**config.mk**
```make
export PLATFORM = sky130hd
export DESIGN_NAME = countdown_timer_pool_top
export DESIGN_NICKNAME = d
export VERILOG_FILES = /design/src/design/ctp_pkg.sv /design/src/design/ctp_ram.sv /design/src/design/countdown_timer_pool_top.sv
export VERILOG_INCLUDE_DIRS = /design/src /design/src/design
export SDC_FILE = /design/constraint.sdc
export NUM_CORES = 1
export LEC_CHECK = 0
export ABC_AREA = 0
export BUFFER_PORTS_ARGS = -buffer_cell sky130_fd_sc_hd__buf_2
export CAP_MARGIN = 10
export CORE_MARGIN = 5
export CORE_UTILIZATION = 35
export DETAILED_ROUTE_END_ITERATION = 8
export SLEW_MARGIN = 20
export SYNTH_ARGS = -nofsm -noshare
export SYNTH_HDL_FRONTEND = slang
export SYNTH_HIERARCHICAL = 1
export SYNTH_SLANG_ARGS = --single-unit
```
**constraint.sdc**
```tcl
create_clock -name i_clk -period 10.1 [get_ports i_clk]
set_clock_uncertainty 0.15 [all_clocks]
set_input_delay 1.01 -clock i_clk [delete_from_list [all_inputs] [get_ports i_clk]]
set_output_delay 1.01 -clock i_clk [all_outputs]
set_load 0.02 [all_outputs]
```
**src/design/countdown_timer_pool_top_macros.svh**
```systemverilog
// Assertion macros for the countdown timer pool.
`ifndef COUNTDOWN_TIMER_POOL_TOP_MACROS_SVH
`define COUNTDOWN_TIMER_POOL_TOP_MACROS_SVH

// Same-cycle implication, checked on every clock outside reset.
`define CTP_ASSERT_NOW(label, ante, cons, msg) \
    label: assert property (@(posedge i_clk) disable iff (!i_rst_n) (ante) |-> (cons)) \
        else $error(msg);

// Next-cycle implication, checked on every clock outside reset.
`define CTP_ASSERT_NEXT(label, ante, cons, msg) \
    label: assert property (@(posedge i_clk) disable iff (!i_rst_n) (ante) |=> (cons)) \
        else $error(msg);

`endif

```
**src/design/ctp_pkg.sv**
```systemverilog
// Shared types and constants for the countdown timer pool.
`timescale 1ns / 1ps

package ctp_pkg;

    localparam int FUNC_W       = 2;
    localparam int TIMER_ID_W   = 4;
    localparam int TICK_W       = 16;
    localparam int TIME_W       = 63;
    localparam int IN_TDATA_W   = 88;
    localparam int OUT_TDATA_W  = 8;

    localparam int US_PER_MS     = 1000;
    localparam int MS_PER_SECOND = 1000;

    localparam int DIV_NUM_W     = 64;
    localparam int DIV_STEP_BITS = 4;
    localparam int DIV_CYCLES    = DIV_NUM_W / DIV_STEP_BITS;
    localparam int DIV_CNT_W     = $clog2(DIV_CYCLES);

    typedef enum logic [FUNC_W-1:0] {
        FUNC_START = 2'd0,
        FUNC_CHECK = 2'd1,
        FUNC_CLEAR = 2'd2
    } t_func;

endpackage

```
**src/design/ctp_ram.sv**
```systemverilog
// Generic simple dual-port RAM with registered read.
`timescale 1ns / 1ps

module ctp_ram #(
    parameter int WIDTH = 16,
    parameter int DEPTH = 16
) (
    input  logic                                   i_clk,
    input  logic                                   i_we,
    input  logic [(DEPTH > 1 ? $clog2(DEPTH) : 1)-1:0] i_waddr,
    input  logic [WIDTH-1:0]                       i_wdata,
    input  logic                                   i_re,
    input  logic [(DEPTH > 1 ? $clog2(DEPTH) : 1)-1:0] i_raddr,
    output logic [WIDTH-1:0]                       o_rdata
);

    logic [WIDTH-1:0] r_mem [DEPTH];
    logic [WIDTH-1:0] r_rdata;

    always_ff @(posedge i_clk) begin
        if (i_we) begin
            r_mem[i_waddr] <= i_wdata;
        end
        if (i_re) begin
            r_rdata <= r_mem[i_raddr];
        end
    end

    assign o_rdata = r_rdata;

endmodule

```
**src/design/countdown_timer_pool_top.sv**
```systemverilog
// Countdown timer pool: per-id tick counts and a pool of slots that track running timers.
`timescale 1ns / 1ps
`include "countdown_timer_pool_top_macros.svh"

// One item at a time; tready is high only while the sequencer is idle. An id at or above
// NUM_TIMER_IDS is first reduced by repeated subtraction of NUM_TIMER_IDS. A start then
// writes the tick count and visits slots one by one (reading and evaluating each busy slot
// on a restart); a clear or an unused operation goes straight to the finish step. A check
// visits every slot, and for each busy slot does a slot RAM read, a load, a run of the
// shared divider (4 quotient bits a cycle over a 64-bit dividend) and a compare. A busy slot
// whose start time lies ahead of the item's time skips the divider. The finish step moves the
// result to the output register once the previous result has been taken; tick counts read
// as zero until first written, and no clearing pass is needed after reset.
module countdown_timer_pool_top #(
    parameter int NUM_SLOTS        = 8,
    parameter int NUM_TIMER_IDS    = 16,
    parameter int TICKS_PER_SECOND = 100
) (
    input  logic                             i_clk,
    input  logic                             i_rst_n,
    input  logic                             s_axis_tvalid,
    output logic                             s_axis_tready,
    input  logic [ctp_pkg::IN_TDATA_W-1:0]   s_axis_tdata,   // timer_id, tick_count, now_us
    input  logic [ctp_pkg::FUNC_W-1:0]       s_axis_tuser,   // func
    output logic                             m_axis_tvalid,
    input  logic                             m_axis_tready,
    output logic [ctp_pkg::OUT_TDATA_W-1:0]  m_axis_tdata    // ok, expired
);

    localparam int ID_W    = (NUM_TIMER_IDS > 1) ? $clog2(NUM_TIMER_IDS) : 1;
    localparam int SL_W    = (NUM_SLOTS > 1) ? $clog2(NUM_SLOTS) : 1;
    localparam int DIVISOR = ctp_pkg::US_PER_MS * (ctp_pkg::MS_PER_SECOND / TICKS_PER_SECOND);
    localparam int REM_W   = $clog2(DIVISOR);
    localparam int T_W     = REM_W + 1;
    localparam int SLOT_W  = ID_W + ctp_pkg::TIME_W;
    localparam int TW      = ctp_pkg::TIME_W;

    typedef enum logic [12:0] {
        ST_IDLE   = 13'b0000000000001,
        ST_REDUCE = 13'b0000000000010,
        ST_S_DEC  = 13'b0000000000100,
        ST_S_FIND = 13'b0000000001000,
        ST_R_SLOT = 13'b0000000010000,
        ST_R_EVAL = 13'b0000000100000,
        ST_C_SLOT = 13'b0000001000000,
        ST_C_LOAD = 13'b0000010000000,
        ST_C_DIV  = 13'b0000100000000,
        ST_C_CMP  = 13'b0001000000000,
        ST_C_ID   = 13'b0010000000000,
        ST_C_RES  = 13'b0100000000000,
        ST_FINISH = 13'b1000000000000
    } t_state;

    t_state                              r_state, n_state;
    ctp_pkg::t_func                      r_func, n_func;
    logic [ctp_pkg::TIMER_ID_W-1:0]      r_id, n_id;
    logic [ctp_pkg::TICK_W-1:0]          r_ticks, n_ticks;
    logic [TW-1:0]                       r_now, n_now;
    logic                                r_ok, n_ok;
    logic                                r_expired, n_expired;
    logic [SL_W-1:0]                     r_slot, n_slot;
    logic [ID_W-1:0]                     r_owner, n_owner;
    logic [NUM_SLOTS-1:0]                r_busy, n_busy;
    logic [NUM_TIMER_IDS-1:0]            r_cnt_vld, n_cnt_vld;
    logic                                r_cnt_hit, n_cnt_hit;
    logic [ctp_pkg::DIV_NUM_W-1:0]       r_num, n_num;
    logic [REM_W-1:0]                    r_rem, n_rem;
    logic [ctp_pkg::TICK_W-1:0]          r_quo, n_quo;
    logic [ctp_pkg::DIV_CNT_W-1:0]       r_div_cnt, n_div_cnt;
    logic                                r_out_valid, n_out_valid;
    logic                                r_out_ok, n_out_ok;
    logic                                r_out_expired, n_out_expired;

    logic                                cnt_we, cnt_re;
    logic [ID_W-1:0]                     cnt_waddr, cnt_raddr;
    logic [ctp_pkg::TICK_W-1:0]          cnt_wdata, cnt_rdata;
    logic                                slot_we, slot_re;
    logic [SLOT_W-1:0]                   slot_wdata, slot_rdata;

    logic [ID_W-1:0]                     w_id;
    logic [ctp_pkg::TICK_W-1:0]          w_cnt;
    logic [TW-1:0]                       w_start;
    logic [ID_W-1:0]                     w_owner;
    logic                                w_last;
    logic [ctp_pkg::DIV_NUM_W-1:0]       w_num_step;
    logic [REM_W-1:0]                    w_rem_step;
    logic [ctp_pkg::TICK_W-1:0]          w_quo_step;

    assign w_id    = ID_W'(r_id);
    assign w_cnt   = r_cnt_hit ? cnt_rdata : '0;
    assign w_start = slot_rdata[TW-1:0];
    assign w_owner = slot_rdata[SLOT_W-1:TW];
    assign w_last  = (r_slot == SL_W'(NUM_SLOTS - 1));

    ctp_ram #(
        .WIDTH (ctp_pkg::TICK_W),
        .DEPTH (NUM_TIMER_IDS)
    ) u_cnt_ram (
        .i_clk   (i_clk),
        .i_we    (cnt_we),
        .i_waddr (cnt_waddr),
        .i_wdata (cnt_wdata),
        .i_re    (cnt_re),
        .i_raddr (cnt_raddr),
        .o_rdata (cnt_rdata)
    );

    ctp_ram #(
        .WIDTH (SLOT_W),
        .DEPTH (NUM_SLOTS)
    ) u_slot_ram (
        .i_clk   (i_clk),
        .i_we    (slot_we),
        .i_waddr (r_slot),
        .i_wdata (slot_wdata),
        .i_re    (slot_re),
        .i_raddr (r_slot),
        .o_rdata (slot_rdata)
    );

    // Shared divider: DIV_STEP_BITS restoring steps per cycle
    always_comb begin
        logic [T_W-1:0] trial;
        w_num_step = r_num;
        w_rem_step = r_rem;
        w_quo_step = r_quo;
        for (int k = 0; k < ctp_pkg::DIV_STEP_BITS; k++) begin
            trial      = {w_rem_step, w_num_step[ctp_pkg::DIV_NUM_W-1]};
            w_num_step = {w_num_step[ctp_pkg::DIV_NUM_W-2:0], 1'b0};
            if (trial >= T_W'(DIVISOR)) begin
                w_rem_step = REM_W'(trial - T_W'(DIVISOR));
                w_quo_step = {w_quo_step[ctp_pkg::TICK_W-2:0], 1'b1};
            end else begin
                w_rem_step = REM_W'(trial);
                w_quo_step = {w_quo_step[ctp_pkg::TICK_W-2:0], 1'b0};
            end
        end
    end

    always_comb begin
        n_state       = r_state;
        n_func        = r_func;
        n_id          = r_id;
        n_ticks       = r_ticks;
        n_now         = r_now;
        n_ok          = r_ok;
        n_expired     = r_expired;
        n_slot        = r_slot;
        n_owner       = r_owner;
        n_busy        = r_busy;
        n_cnt_vld     = r_cnt_vld;
        n_cnt_hit     = r_cnt_hit;
        n_num         = r_num;
        n_rem         = r_rem;
        n_quo         = r_quo;
        n_div_cnt     = r_div_cnt;
        n_out_valid   = r_out_valid;
        n_out_ok      = r_out_ok;
        n_out_expired = r_out_expired;
        cnt_we        = 1'b0;
        cnt_waddr     = w_id;
        cnt_wdata     = '0;
        cnt_re        = 1'b0;
        cnt_raddr     = w_id;
        slot_we       = 1'b0;
        slot_wdata    = {w_id, r_now};
        slot_re       = 1'b0;

        if (r_out_valid && m_axis_tready) begin
            n_out_valid = 1'b0;
        end

        case (r_state)
            ST_IDLE: begin
                if (s_axis_tvalid) begin
                    n_func    = ctp_pkg::t_func'(s_axis_tuser);
                    n_id      = s_axis_tdata[3:0];
                    n_ticks   = s_axis_tdata[19:4];
                    n_now     = s_axis_tdata[82:20];
                    n_ok      = 1'b0;
                    n_expired = 1'b0;
                    n_state   = ST_REDUCE;
                end
            end
            ST_REDUCE: begin
                if ({5'b0, r_id} >= 9'(NUM_TIMER_IDS)) begin
                    n_id = r_id - 4'(NUM_TIMER_IDS);
                end else begin
                    cnt_re = 1'b1;
                    n_slot = '0;
                    case (r_func)
                        ctp_pkg::FUNC_START: n_state = ST_S_DEC;
                        ctp_pkg::FUNC_CHECK: n_state = ST_C_SLOT;
                        ctp_pkg::FUNC_CLEAR: begin
                            n_busy  = '0;
                            n_state = ST_FINISH;
                        end
                        default: n_state = ST_FINISH;
                    endcase
                end
            end
            ST_S_DEC: begin
                cnt_we           = 1'b1;
                cnt_wdata        = r_ticks;
                n_cnt_vld[w_id]  = 1'b1;
                if (w_cnt != '0) begin
                    n_ok    = 1'b1;
                    n_state = ST_R_SLOT;
                end else begin
                    n_state = ST_S_FIND;
                end
            end
            ST_S_FIND: begin
                if (!r_busy[r_slot]) begin
                    slot_we        = 1'b1;
                    n_busy[r_slot] = 1'b1;
                    n_ok           = 1'b1;
                    n_state        = ST_FINISH;
                end else if (w_last) begin
                    n_state = ST_FINISH;
                end else begin
                    n_slot = r_slot + 1'b1;
                end
            end
            ST_R_SLOT: begin
                if (r_busy[r_slot]) begin
                    slot_re = 1'b1;
                    n_state = ST_R_EVAL;
                end else if (w_last) begin
                    n_state = ST_FINISH;
                end else begin
                    n_slot = r_slot + 1'b1;
                end
            end
            ST_R_EVAL: begin
                if (w_owner == w_id) begin
                    slot_we = 1'b1;
                end
                if (w_last) begin
                    n_state = ST_FINISH;
                end else begin
                    n_slot  = r_slot + 1'b1;
                    n_state = ST_R_SLOT;
                end
            end
            ST_C_SLOT: begin
                if (r_busy[r_slot]) begin
                    slot_re = 1'b1;
                    n_state = ST_C_LOAD;
                end else if (w_last) begin
                    n_state = ST_C_ID;
                end else begin
                    n_slot = r_slot + 1'b1;
                end
            end
            ST_C_LOAD: begin
                n_owner   = w_owner;
                cnt_re    = 1'b1;
                cnt_raddr = w_owner;
                n_rem     = '0;
                n_quo     = '0;
                n_div_cnt = '0;
                if (r_now < w_start) begin
                    n_state = ST_C_CMP;
                end else begin
                    n_num   = {1'b0, r_now - w_start};
                    n_state = ST_C_DIV;
                end
            end
            ST_C_DIV: begin
                n_num     = w_num_step;
                n_rem     = w_rem_step;
                n_quo     = w_quo_step;
                n_div_cnt = r_div_cnt + 1'b1;
                if (r_div_cnt == ctp_pkg::DIV_CNT_W'(ctp_pkg::DIV_CYCLES - 1)) begin
                    n_state = ST_C_CMP;
                end
            end
            ST_C_CMP: begin
                if (r_quo >= w_cnt) begin
                    cnt_we             = 1'b1;
                    cnt_waddr          = r_owner;
                    n_cnt_vld[r_owner] = 1'b1;
                    n_busy[r_slot]     = 1'b0;
                end
                if (w_last) begin
                    n_state = ST_C_ID;
                end else begin
                    n_slot  = r_slot + 1'b1;
                    n_state = ST_C_SLOT;
                end
            end
            ST_C_ID: begin
                cnt_re  = 1'b1;
                n_state = ST_C_RES;
            end
            ST_C_RES: begin
                n_expired = (w_cnt == '0);
                n_state   = ST_FINISH;
            end
            ST_FINISH: begin
                if (!r_out_valid || m_axis_tready) begin
                    n_out_valid   = 1'b1;
                    n_out_ok      = r_ok;
                    n_out_expired = r_expired;
                    n_state       = ST_IDLE;
                end
            end
            default: n_state = ST_IDLE;
        endcase

        if (cnt_re) begin
            n_cnt_hit = r_cnt_vld[cnt_raddr];
        end
    end

    always_ff @(posedge i_clk) begin
        if (!i_rst_n) begin
            r_state     <= ST_IDLE;
            r_busy      <= '0;
            r_cnt_vld   <= '0;
            r_out_valid <= 1'b0;
        end else begin
            r_state     <= n_state;
            r_busy      <= n_busy;
            r_cnt_vld   <= n_cnt_vld;
            r_out_valid <= n_out_valid;
        end
    end

    always_ff @(posedge i_clk) begin
        r_func        <= n_func;
        r_id          <= n_id;
        r_ticks       <= n_ticks;
        r_now         <= n_now;
        r_ok          <= n_ok;
        r_expired     <= n_expired;
        r_slot        <= n_slot;
        r_owner       <= n_owner;
        r_cnt_hit     <= n_cnt_hit;
        r_num         <= n_num;
        r_rem         <= n_rem;
        r_quo         <= n_quo;
        r_div_cnt     <= n_div_cnt;
        r_out_ok      <= n_out_ok;
        r_out_expired <= n_out_expired;
    end

    assign s_axis_tready = (r_state == ST_IDLE);
    assign m_axis_tvalid = r_out_valid;
    assign m_axis_tdata  = {6'b0, r_out_expired, r_out_ok};

    `CTP_ASSERT_NEXT(a_busy_after_accept, s_axis_tvalid && s_axis_tready, !s_axis_tready,
        "sequencer ready again straight after an accepted item")
    `CTP_ASSERT_NOW(a_result_from_finish, $rose(r_out_valid), $past(r_state == ST_FINISH),
        "result register loaded outside the finish step")
    `CTP_ASSERT_NEXT(a_div_ends_in_compare,
        r_state == ST_C_DIV && r_div_cnt == ctp_pkg::DIV_CNT_W'(ctp_pkg::DIV_CYCLES - 1),
        r_state == ST_C_CMP, "divider did not hand over to the compare step")
    `CTP_ASSERT_NEXT(a_free_slot_skipped, r_state == ST_C_SLOT && !r_busy[r_slot],
        r_state != ST_C_LOAD, "free slot loaded during a check")

endmodule
```
# Word-level counts from Yosys, hierarchy flattened

Memory sizes are Yosys's and may differ from the RTL's. A register that Yosys moved wholly into a read port is not among the register bits.
Cells that the tools add are included.
W data, S select, Z words.

Memories kept: 2
Word-level logic and storage cells: 174
Register bits after elaboration: 233
Input port bits: 94
Memory bits (writable): 792
Output and inout port bits: 10

Reductions and logical operators: 27
Equal/unequal tests: 29
Mux-type cells: 72
$lt $le $gt $ge: 13
Bitwise logic cells: 5
Add/sub/neg operators: 7

Memories:

| memory           | words | bits a word | read ports | clocked after Yosys merged registers in | wr ports | line          | source |
|---|---|---|---|---|---|---|---|
| u_slot_ram.r_mem | 8     | 67          | 1          | 1                                       | 1        | ctp_ram.sv:17 | `logic [WIDTH-1:0] r_mem [DEPTH];` |
| u_cnt_ram.r_mem  | 16    | 16          | 1          | 1                                       | 1        | ctp_ram.sv:17 |  |

Operator list:

| cell                     | count |
|---|---|
| $pmux W13 S13            | 1 |
| $pmux W64 S2             | 1 |
| $mux W13                 | 9 |
| $mux W64                 | 1 |
| $pmux W16 S2             | 2 |
| $lt A63 B63 Y1           | 1 |
| $sub A63 B63 Y63         | 1 |
| $ge A15 B14 Y1 const B   | 4 |
| $mux W14                 | 4 |
| $sub A14 B14 Y14 const B | 4 |
| $mux W16                 | 3 |
| $or A16 B16 Y16          | 2 |
| $pmux W14 S2             | 1 |
| $pmux W13 S2             | 1 |
| $mux W1                  | 25 |
| $mux W8                  | 3 |
| $pmux W8 S3              | 1 |
| $ne A2 B2 Y1 const B     | 9 |
| $ge A16 B16 Y1           | 1 |
| $logic_not A16 Y1        | 1 |
| $reduce_bool A16 Y1      | 1 |
| $lt A4 B5 Y1 const B     | 3 |
| $eq A13 B1 Y1 const B    | 1 |
| $eq A13 B10 Y1 const B   | 1 |
| other kinds (51)         | 72 |

# Logic depth before layout (Yosys ltp)

Gate-level depths: netlist (run 1).

Word-level depth: 9
Gate-level depth with buffers: 22

# Cells and area by module

Netlist (run 1), hierarchy kept.

By module, submodules not included:

| module                   | sequential area each (um^2) | instances | area an instance (um^2) | cells each |
|---|---|---|---|---|
| ctp_ram (u_slot_ram)     | 18107.4                     | 1         | 22510.3                 | 854 |
| countdown_timer_pool_top | 6616.3                      | 1         | 15118.2                 | 1589 |
| ctp_ram (u_cnt_ram)      | 8167.8                      | 1         | 10203.5                 | 432 |

# Worst setup path after synthesis (run 1)

Ideal clock, no wire load.

Kind: register to register
From: reg r_slot[1]
To: mem u_slot_ram/r_mem[0][0] (netlist name) (enable)
Data arrival time: 6433 ps
Buffers on the path: 1
Cell stages (with the launch flop): 9
Setup slack: 2943 ps
Required time: 9376 ps
Cells stage by stage: edfxtp_1 clkbuf_1 and3b_1 a22oi_1 nand4_1 or2_2 o21ai_0 nand2b_1 nor3_1

Cells in the longest elaborated chain, start to end: 6

RTL lines:

| what                          | line                            | source |
|---|---|---|
| from (decl)                   | countdown_timer_pool_top.sv:61  | `logic [SL_W-1:0] r_slot, n_slot;` |
| from (signal assigned)        | countdown_timer_pool_top.sv:338 | `r_slot <= n_slot;` |
| $bmux W1 S3                   | countdown_timer_pool_top.sv:214 | `if (!r_busy[r_slot]) begin` |
| $mux W1 (not written as such) | countdown_timer_pool_top.sv:214 |  |
| $mux W1                       | countdown_timer_pool_top.sv:214 |  |
| $pmux W1 S2                   | countdown_timer_pool_top.sv:173 | `case (r_state)` |
| via slot_we                   | countdown_timer_pool_top.sv:77  | `logic slot_we, slot_re;` |
| $mux W1                       | ctp_ram.sv:21                   | `if (i_we) begin` |
| $mux W1 (not written as such) | ctp_ram.sv:22                   | `r_mem[i_waddr] <= i_wdata;` |
| to (decl)                     | ctp_ram.sv:17                   |  |

The timed path passes the listed nets, and every way through them passes these cells. The select of a mux whose other input is x is not followed.

# Worst setup path in the final report (run 1)

From: reg r_rem[4]
To: reg r_rem[5] (data pin)

Cells in the longest elaborated chain, start to end: 9
Elaborated cells on any way between the ends: 13

RTL lines:

| what                                               | line                                                             | source |
|---|---|---|
| from (decl)                                        | countdown_timer_pool_top.sv:67                                   | `logic [REM_W-1:0] r_rem, n_rem;` |
| from (signal assigned)                             | countdown_timer_pool_top.sv:342                                  | `r_rem <= n_rem;` |
| $sub A14 B14 Y14 or $ge A15 B14 Y1 (tied branches) | countdown_timer_pool_top.sv:131, countdown_timer_pool_top.sv:130 |  |
| $mux W14 *                                         | countdown_timer_pool_top.sv:130                                  | `if (trial >= T_W'(DIVISOR)) begin` |
| $ge A15 B14 Y1 or $sub A14 B14 Y14 (tied branches) | countdown_timer_pool_top.sv:130, countdown_timer_pool_top.sv:131 |  |
| $mux W14 *                                         | countdown_timer_pool_top.sv:130                                  |  |
| $sub A14 B14 Y14 or $ge A15 B14 Y1 (tied branches) | countdown_timer_pool_top.sv:131, countdown_timer_pool_top.sv:130 |  |
| $mux W14 *                                         | countdown_timer_pool_top.sv:130                                  |  |
| $sub A14 B14 Y14 or $ge A15 B14 Y1 (tied branches) | countdown_timer_pool_top.sv:131, countdown_timer_pool_top.sv:130 |  |
| $mux W14 *                                         | countdown_timer_pool_top.sv:130                                  |  |
| $pmux W14 S2 *                                     | countdown_timer_pool_top.sv:173                                  |  |

Mark *: on every way between the ends. The rest lies on a longest branch, timed or not.
A chain may end at the register's enable or synchronous reset.

==> results.rst, run 1 <==
.. list-table::
   :header-rows: 1

   * - Metric
     - Value
   * - CTS Buffer Depth
     - 3
   * - Ratio of cells with drive above 1 in the final layout
     - between 10% and 20%
   * - Maxcap violations
     - 0
   * - Largest family of logic cells by synthesized area
     - multiplexers
   * - Area fraction in compound gates after synthesis
     - about 6.6%
   * - Largest stage delay on the critical path
     - about 0.86 ns
   * - DPL Wire Length
     - 59,300 um
   * - Number of enable flip-flop cells after synthesis
     - approximately 1,100
   * - Maximum level of the CTS H-tree
     - 3
   * - Number of vias per cell
     - 5.21
   * - Critical Setup Path Class
     - reg2reg
   * - Post-synthesis async set-or-reset flop share
     - 0%
   * - Highest achievable clock rate
     - about 150 MHz
   * - Largest area contributor in the synthesized netlist
     - sky130_fd_sc_hd__edfxtp_1
   * - Leak
     - ~18 nW
   * - CP endpoint kind
     - flip-flop
   * - Final min period
     - ~6.6 ns
   * - Crit Path Max Fanout
     - 16
   * - Die Outline Area
     - ~140,000 um^2
   * - Routability cong.
     - 0.806
   * - Antenna violations before repair
     - 4
   * - Count of different cell masters after synthesis
     - 100
   * - Top_reg_cell synth
     - sky130_fd_sc_hd__edfxtp_1
   * - Reg clk slew, reported paths
     - about 0.060 ns
   * - Final critical-path setup slack
     - ~3.5 ns
   * - Hold buffer count at cts
     - 0
   * - Initial core utilization
     - roughly a third
   * - Crit-path leading delay family
     - compound AO/OA/AOI/OAI gates
   * - Setup-violating endpoint count in the final report
     - 0
   * - Clock buffer count from CTS
     - approximately 120
   * - Pin slew with the least headroom to its limit
     - between 1 and 1.5 ns
   * - Number of global-route vias before repair
     - ~26,000
   * - Setup repair after global routing missed its margin
     - no
   * - Critical path's most frequent cell
     - sky130_fd_sc_hd__ha_1
   * - Number of design rule violations left after detail routing
     - 0
   * - Count of antenna-violating nets left after detailed routing
     - 0
   * - Global-route congestion overflow total
     - 0
   * - Arrival time of the worst setup path
     - around 6.9 ns
   * - Cells taking the most area after synthesis
     - sky130_fd_sc_hd__edfxtp_1 67%, sky130_fd_sc_hd__mux4_2 8.1%, sky130_fd_sc_hd__ha_1 2.2%, sky130_fd_sc_hd__mux2_4 1.9%, sky130_fd_sc_hd__dfxtp_1 1.6%
   * - Simple-gate share of the synthesized area
     - around 6.3%
   * - Die boundary width
     - 380 um
   * - Number of synthesized register bits
     - between 1,000 and 1,500
   * - Number of endpoints with negative hold slack in the final report
     - 0
   * - Die height
     - between 300 and 400 um
   * - Vias after detailed routing
     - between 20,000 and 30,000
   * - Kind of launch point of the worst setup path
     - flip-flop
   * - TNS Setup
     - 0 ns
   * - Post-cts sizing count
     - 0
   * - Mean instance size in the synthesized netlist
     - 16.6 um^2
   * - Cell count after synthesis
     - 2,875
   * - Mean routed wirelength per cell
     - between 20 and 25 um
   * - Buffers and inverters on the worst path
     - 1
   * - Area fraction of the dominant cell type after synthesis
     - 67.2%
   * - Proportion of synthesized area in mux cells
     - about an eighth
   * - First-pass GRT wire length
     - between 150,000 and 200,000 um
   * - Number of top-level pins
     - about 100
   * - Worst slew margin relative to its limit
     - 30.7%
   * - GRT Overall Usage
     - between 10% and 20%
   * - Max IR drop VDD
     - 0.144 mV
   * - Final-report max-slew violation count
     - 0
   * - Skew-Pair Late Insertion Delay
     - roughly 0.76 ns
   * - Worst-case setup slack after placement
     - around 3.6 ns
   * - Floorplan Core Area
     - 136,000 um^2
   * - Drt pass-1 iters
     - 5
   * - Standard-cell rows
     - approximately 140
   * - Worst Path Required
     - between 10 and 15 ns
   * - Run status
     - complete, no violations
   * - Total power per unit cell area
     - ~190 nW/um^2
   * - Input/output buffers
     - 92
   * - Post-CTS repair timing setup buffer count
     - 0
   * - Post-synthesis instance area
     - roughly 48,000 um^2
   * - Detailed router's first-iteration violation count
     - about 2,000
   * - Clock root buffer
     - sky130_fd_sc_hd__clkbuf_16
   * - P&R area growth vs syn
     - 13.9%
   * - Number of sinks driven by the clock tree
     - between 1,000 and 1,500
   * - Total length of routed wires
     - approximately 100,000 um
   * - Maximum number of pins on one net before global-route repair
     - 148
   * - Seq/Total Area, Yosys
     - between 60% and 70%
   * - Slowest-stage cell, CP
     - sky130_fd_sc_hd__o32ai_2
   * - Clock tree from TritonCTS
     - built
   * - XOR/XNOR Fraction of Synth Area
     - about 1.6%
   * - Hold Crit Class
     - reg2reg
   * - Post-Synth Adder-Cell Area
     - approximately 2.3%
   * - Share of the clock period used by the worst path
     - about two thirds
   * - Total Nets Final
     - 3,188
   * - Critical Path, Cell by Cell
     - inv_1 > ha_1 > or4b_4 > o311ai_4 > nand2_4 > xnor2_1 > ha_1 > nand2_1 > or3_1 > o2111a_1 > nor4_2 > o211ai_1 > a31o_2 > a22o_1 > o21ai_1 > a22oi_4 > o32ai_2 > nor2b_1 > a211oi_1
   * - Count of synthesis-stage warnings from yosys
     - 6
## sequential cells by signal, summed over array words and instances, names as in the netlist, 3 cells and up
| name | count |
|---|---|
| r_now | 63 |
| u_cnt_ram/r_mem | 256 |
| r_slot | 3 |
| r_ticks | 16 |
| r_quo | 16 |
| r_rem | 14 |
| r_owner | 4 |
| r_id | 4 |
| r_busy | 8 |
| r_num | 64 |
| r_cnt_vld | 16 |
| r_state | 13 |
| r_div_cnt | 4 |
| u_slot_ram/o_rdata | 67 |
| u_slot_ram/r_mem | 536 |
| u_cnt_ram/o_rdata | 16 |
## cells in the mapped netlist (7+ instances only)
cell type / n
sky130_fd_sc_hd__a211oi_1: 15
sky130_fd_sc_hd__a21o_1: 55
sky130_fd_sc_hd__a21oi_1: 132
sky130_fd_sc_hd__a22oi_1: 38
sky130_fd_sc_hd__a31oi_1: 32
sky130_fd_sc_hd__and2_1: 39
sky130_fd_sc_hd__and3_1: 21
sky130_fd_sc_hd__buf_1: 8
sky130_fd_sc_hd__buf_12: 7
sky130_fd_sc_hd__buf_2: 26
sky130_fd_sc_hd__buf_4: 11
sky130_fd_sc_hd__clkbuf_1: 68
sky130_fd_sc_hd__dfxtp_1: 38
sky130_fd_sc_hd__edfxtp_1: 1070
sky130_fd_sc_hd__ha_1: 86
sky130_fd_sc_hd__inv_1: 112
sky130_fd_sc_hd__mux2_2: 12
sky130_fd_sc_hd__mux2_4: 60
sky130_fd_sc_hd__mux2i_1: 15
sky130_fd_sc_hd__mux4_1: 26
sky130_fd_sc_hd__mux4_2: 173
sky130_fd_sc_hd__nand2_1: 143
sky130_fd_sc_hd__nand2b_1: 28
sky130_fd_sc_hd__nand3_1: 46
sky130_fd_sc_hd__nand3b_1: 10
sky130_fd_sc_hd__nand4_1: 13
sky130_fd_sc_hd__nor2_1: 150
sky130_fd_sc_hd__nor2b_1: 39
sky130_fd_sc_hd__nor3_1: 27
sky130_fd_sc_hd__nor3b_1: 11
sky130_fd_sc_hd__nor4_1: 10
sky130_fd_sc_hd__o211ai_1: 14
sky130_fd_sc_hd__o21a_1: 13
sky130_fd_sc_hd__o21ai_0: 69
sky130_fd_sc_hd__o21bai_1: 10
sky130_fd_sc_hd__o22ai_1: 19
sky130_fd_sc_hd__or3_1: 15
sky130_fd_sc_hd__xnor2_1: 53
sky130_fd_sc_hd__xor2_1: 33
## metal layers
metal | up-vias | GRT usage [%] | part of all wire, %
li1 | 11600 | - | -
met1 | 13000 | 19.6 | 46
met2 | 634 | 22.0 | 47
met3 | 118 | 2.64 | 5.6
met4 | 4 | 3.37 | 1.6
met5 | - | 0 | 0.021
## cells by family (layout without fill, tap and decap cells)
logic type                 Yosys count  after routing
adders and majority gates           87             87
DFF                               1108           1108
muxes                              286            286
xor gates and xnor gates            88             88
buffers and inverters              240            464
AOI/OAI and AO/OA                  476            476
and+or+nand+nor                    589            589
other                                1              7
## area by class of cell
| class | instances | area (um^2) |
|---|---|---|
| fillers | 12100 | 81200 |
| well taps | 1781 | 2230 |
| clock inverters | 76 | 1140 |
| inverters | 112 | 423 |
| multi-input cells | 1532 | 14000 |
| clock buffers | 139 | 3010 |
| diodes | 1 | 2.50 |
| repair buffers | 137 | 831 |
| flip-flops and latches | 1108 | 32900 |
## stage by stage
step           area (um^2)  power, mW  hold slack [ns]  instances  utilization, %
2_1_floorplan        47900       5.54            0.250       2880               -
4_1_cts              54500       10.3            0.196       4885            40.2
6_report             54500       10.2            0.260       4886            40.2
3_5_place_dp         50300       5.68            0.256       4670            37.1
5_1_grt              54500       10.5            0.209       4885            40.2
3_3_place_gp         50300       5.68            0.254       4669            37.1
## power by group
part	switching (mW)	leakage (nW)	internal [mW]	total, mW
Sequential	0.0681	9.42	5.09	5.16
Combinational	0.246	6.38	0.179	0.426
Clock	1.82	2.00	2.75	4.58
Total	2.14	17.8	8.02	10.2
## path summary, 6_finish.rpt
check             slack, ns     start       end  cells past startpoint
setup / recovery       3.55  r_rem[4]  r_rem[5]                     19
hold / removal         0.26      r_ok  r_out_ok                      0
setup reg to reg       3.55  r_rem[4]  r_rem[5]                     19
hold reg to reg        0.26      r_ok  r_out_ok                      0
## layout by cell type (no fill, tap or decap), drive strengths merged, types with 39 or more instances in the layout
master / count
nor2b: 39
a21o: 55
mux2: 72
clkinv: 42
mux4: 199
o21ai: 73
edfxtp: 1070
nand3: 47
and2: 40
clkbuf: 139
buf: 137
nand2: 144
a22oi: 40
xnor2: 55
ha: 86
a21oi: 132
nor2: 151
inv: 116
Power figures use the tool's default switching activity.
==> run 2, diff against run 1 <==
==> constraint.sdc (replaced) <==
create_clock -name i_clk -period 5.53 [get_ports i_clk]
set_clock_uncertainty 0.15 [all_clocks]
set_input_delay 0.553 -clock i_clk [delete_from_list [all_inputs] [get_ports i_clk]]
set_output_delay 0.553 -clock i_clk [all_outputs]
set_load 0.02 [all_outputs]
==> results.rst, run 2 (same netlist as run 1, synthesis figures left out) <==
.. list-table::
   :header-rows: 1

   * - Metric
     - Value
   * - Run status
     - complete, no violations
   * - Total length of routed wires
     - 103,000 um (+1.5%)
   * - Launching point of the worst reg2reg path
     - r_rem[4]
   * - Final critical-path setup slack
     - 0.321 ns (-3.23 ns)
   * - Worst-case setup slack after placement
     - 0.131 ns (-3.45 ns)
   * - Maximum level of the CTS H-tree
     - 3 (unchanged)
   * - Ratio of cells with drive above 1 in the final layout
     - 20.4% (+0.42 points)
   * - Number of design rule violations left after detail routing
     - 0 (unchanged)
   * - Final min period
     - 5.21 ns (-1.34 ns)
   * - Kind of launch point of the worst setup path
     - flip-flop
   * - GRT Overall Usage
     - 13.9% (+0.087 points)
   * - Die Outline Area
     - 144,000 um^2 (unchanged)
   * - Routability cong.
     - 0.851 (+5.6%)
   * - Max reg flops
     - 536 (unchanged)
   * - Slowest-stage cell, CP
     - sky130_fd_sc_hd__or4b_4
   * - Detailed router's first-iteration violation count
     - 1,809 (-9.4%)
   * - First-pass GRT wire length
     - 157,000 um (+0.65%)
   * - Standard-cell rows
     - 135 (unchanged)
   * - Worst slew margin relative to its limit
     - 24.3% (-6.4 points)
   * - Critical Path, Cell by Cell
     - inv_1 > ha_1 > or4b_4 > o311ai_4 > nand2_4 > xnor2_2 > ha_1 > nand2_1 > or3_1 > o2111a_1 > nor4_2 > o211ai_1 > a31o_2 > a22o_1 > or3_4 > a22oi_4 > o32ai_4 > buf_4 > or3_1 > a21oi_1
   * - Crit Path Max Fanout
     - 8 (-8)
   * - P&R area growth vs syn
     - 16.1%
   * - Number of sinks driven by the clock tree
     - 1,108 (unchanged)
   * - CP endpoint kind
     - flip-flop
   * - Die boundary width
     - 380 um (unchanged)
   * - Clock root buffer
     - sky130_fd_sc_hd__clkbuf_16
   * - Share of the clock period used by the worst path
     - 94.2% (+29 points)
   * - Arrival time of the worst setup path
     - 5.60 ns (-1.31 ns)
   * - CTS Buffer Depth
     - 3 (unchanged)
   * - Filler instances
     - 12,100 (-0.14%)
   * - Hold Crit Class
     - in2reg
   * - Leak
     - 18.3 nW (+2.6%)
   * - TNS Setup
     - 0 ns (unchanged)
   * - Mean routed wirelength per cell
     - 20.5 um (-1.2%)
   * - Clock tree from TritonCTS
     - built
   * - Number of endpoints with negative hold slack in the final report
     - 0 (unchanged)
   * - Number of global-route vias before repair
     - 25,900 (+0.55%)
   * - Die height
     - 380 um (unchanged)
   * - Maximum number of pins on one net before global-route repair
     - 96 (-35%)
   * - Total Nets Final
     - 3,321 (+4.2%)
   * - Highest achievable clock rate
     - 192 MHz (+26%)
   * - Crit-path leading delay family
     - simple AND/OR/NAND/NOR gates
   * - Setup repair after global routing missed its margin
     - no
   * - Floorplan Core Area
     - 136,000 um^2 (unchanged)
   * - Vias after detailed routing
     - 25,800 (+1.4%)
   * - Total power per unit cell area
     - 324 nW/um^2 (+74%)
   * - Setup-violating endpoint count in the final report
     - 0 (unchanged)
   * - DP Cell Count
     - 4,716 (+0.99%)
   * - Number of top-level pins
     - 104 (unchanged)
   * - Largest stage delay on the critical path
     - 0.48 ns (-0.38 ns)
   * - Share of the core filled with cells
     - 40.9% (+0.77 points)
   * - Drt pass-1 iters
     - 5 (unchanged)
   * - Most used cells in the layout excluding fill and tap cells
     - 1,070 x sky130_fd_sc_hd__edfxtp_1, 173 x sky130_fd_sc_hd__mux4_2, 143 x sky130_fd_sc_hd__nor2_1, 143 x sky130_fd_sc_hd__nand2_1, 130 x sky130_fd_sc_hd__a21oi_1
   * - Reg clk slew, reported paths
     - 0.06 ns (about the same)
   * - Critical hold path startpoint
     - s_axis_tvalid
   * - Critical Setup Path Class
     - reg2reg
   * - Max IR drop VDD
     - 0.241 mV (+67%)
   * - Global-route congestion overflow total
     - 0 (unchanged)
   * - DPL Wire Length
     - 62,000 um (+4.6%)
   * - Input/output buffers
     - 92 (unchanged)
   * - Maxcap violations
     - 0 (unchanged)
   * - Worst Path Required
     - 5.92 ns (-4.54 ns)
   * - Pin slew with the least headroom to its limit
     - 1.12 ns (+0.0861 ns)
   * - Antenna violations before repair
     - 2 (-2)
   * - Fin cells
     - 5,017 (+2.7%)
   * - Count of inserted antenna diode cells
     - 0 (-1)
   * - Final-report max-slew violation count
     - 0 (unchanged)
   * - Clock buffer count from CTS
     - 115 (-0.86%)
   * - Count of antenna-violating nets left after detailed routing
     - 0 (unchanged)
   * - Initial core utilization
     - 35.3% (unchanged)
   * - Skew-Pair Late Insertion Delay
     - 0.76 ns (about the same)
   * - Commonest non-fill, non-tap cell in the layout
     - sky130_fd_sc_hd__edfxtp_1
   * - Top register by number of flip-flops
     - u_slot_ram/r_mem
   * - Number of vias per cell
     - 5.14 (-1.2%)
   * - Startpoint of the worst setup timing path
     - r_rem[4]
   * - Total Power Consumption
     - 18.0 mW (+77%)
   * - Buffers and inverters on the worst path
     - 2 (+1)
## run 2: cell type report
class	count	area (um^2)	share of cell area, %
Clock inverter	76	818	1.47
Multi-Input combinational cell	1532	14000	25.2
Clock buffer	137	2980	5.37
Inverter	112	423	0.762
Timing Repair Buffer	271	2200	3.97
Tap cell	1781	2230	4.01
Sequential cell	1108	32900	59.2
## run 2: report_power, final
group	total (mW)	internal (mW)	leakage, nW	switching, mW
registers	9.42	9.29	9.42	0.125
clock network	7.74	4.50	1.83	3.24
logic	0.836	0.374	7.02	0.461
total	18.0	14.2	18.3	3.82
## run 2: layer usage
layer | global-route usage (%) | wire [um] | up-vias
li1 | - | - | 11900
met1 | 20.0 | 48500 | 13200
met2 | 22.1 | 47700 | 554
met3 | 2.22 | 4790 | 115
met4 | 3.40 | 1750 | 2
met5 | 0 | 13 | -
## run 2: path summary, 6_finish.rpt
check                                     end  slack, ns  cells past startpoint
worst max-delay path                 r_rem[6]       0.32                     20
worst max register to register       r_rem[6]       0.32                     20
worst min-delay path               r_state[1]       0.07                      2
worst min register to register  r_out_expired       0.27                      0
## run 2: timing repair
| action | in CTS | in global routing |
|---|---|---|
| hold buffers | 85 | 0 |
| hold endpoints to repair | 85 | 0 |
| gates resized for setup | 0 | 6 |
| setup buffers | 0 | 3 |
| endpoints found under the setup margin | 0 | 9 |
## run 2: stage by stage
stage	hold WS (ns)	instance area, um^2
floorplan	0.250	47900
global placement	0.254	50800
detailed placement	0.263	50800
CTS	0.00341	55500
global route	0.0224	55500
finish	0.0703	55500
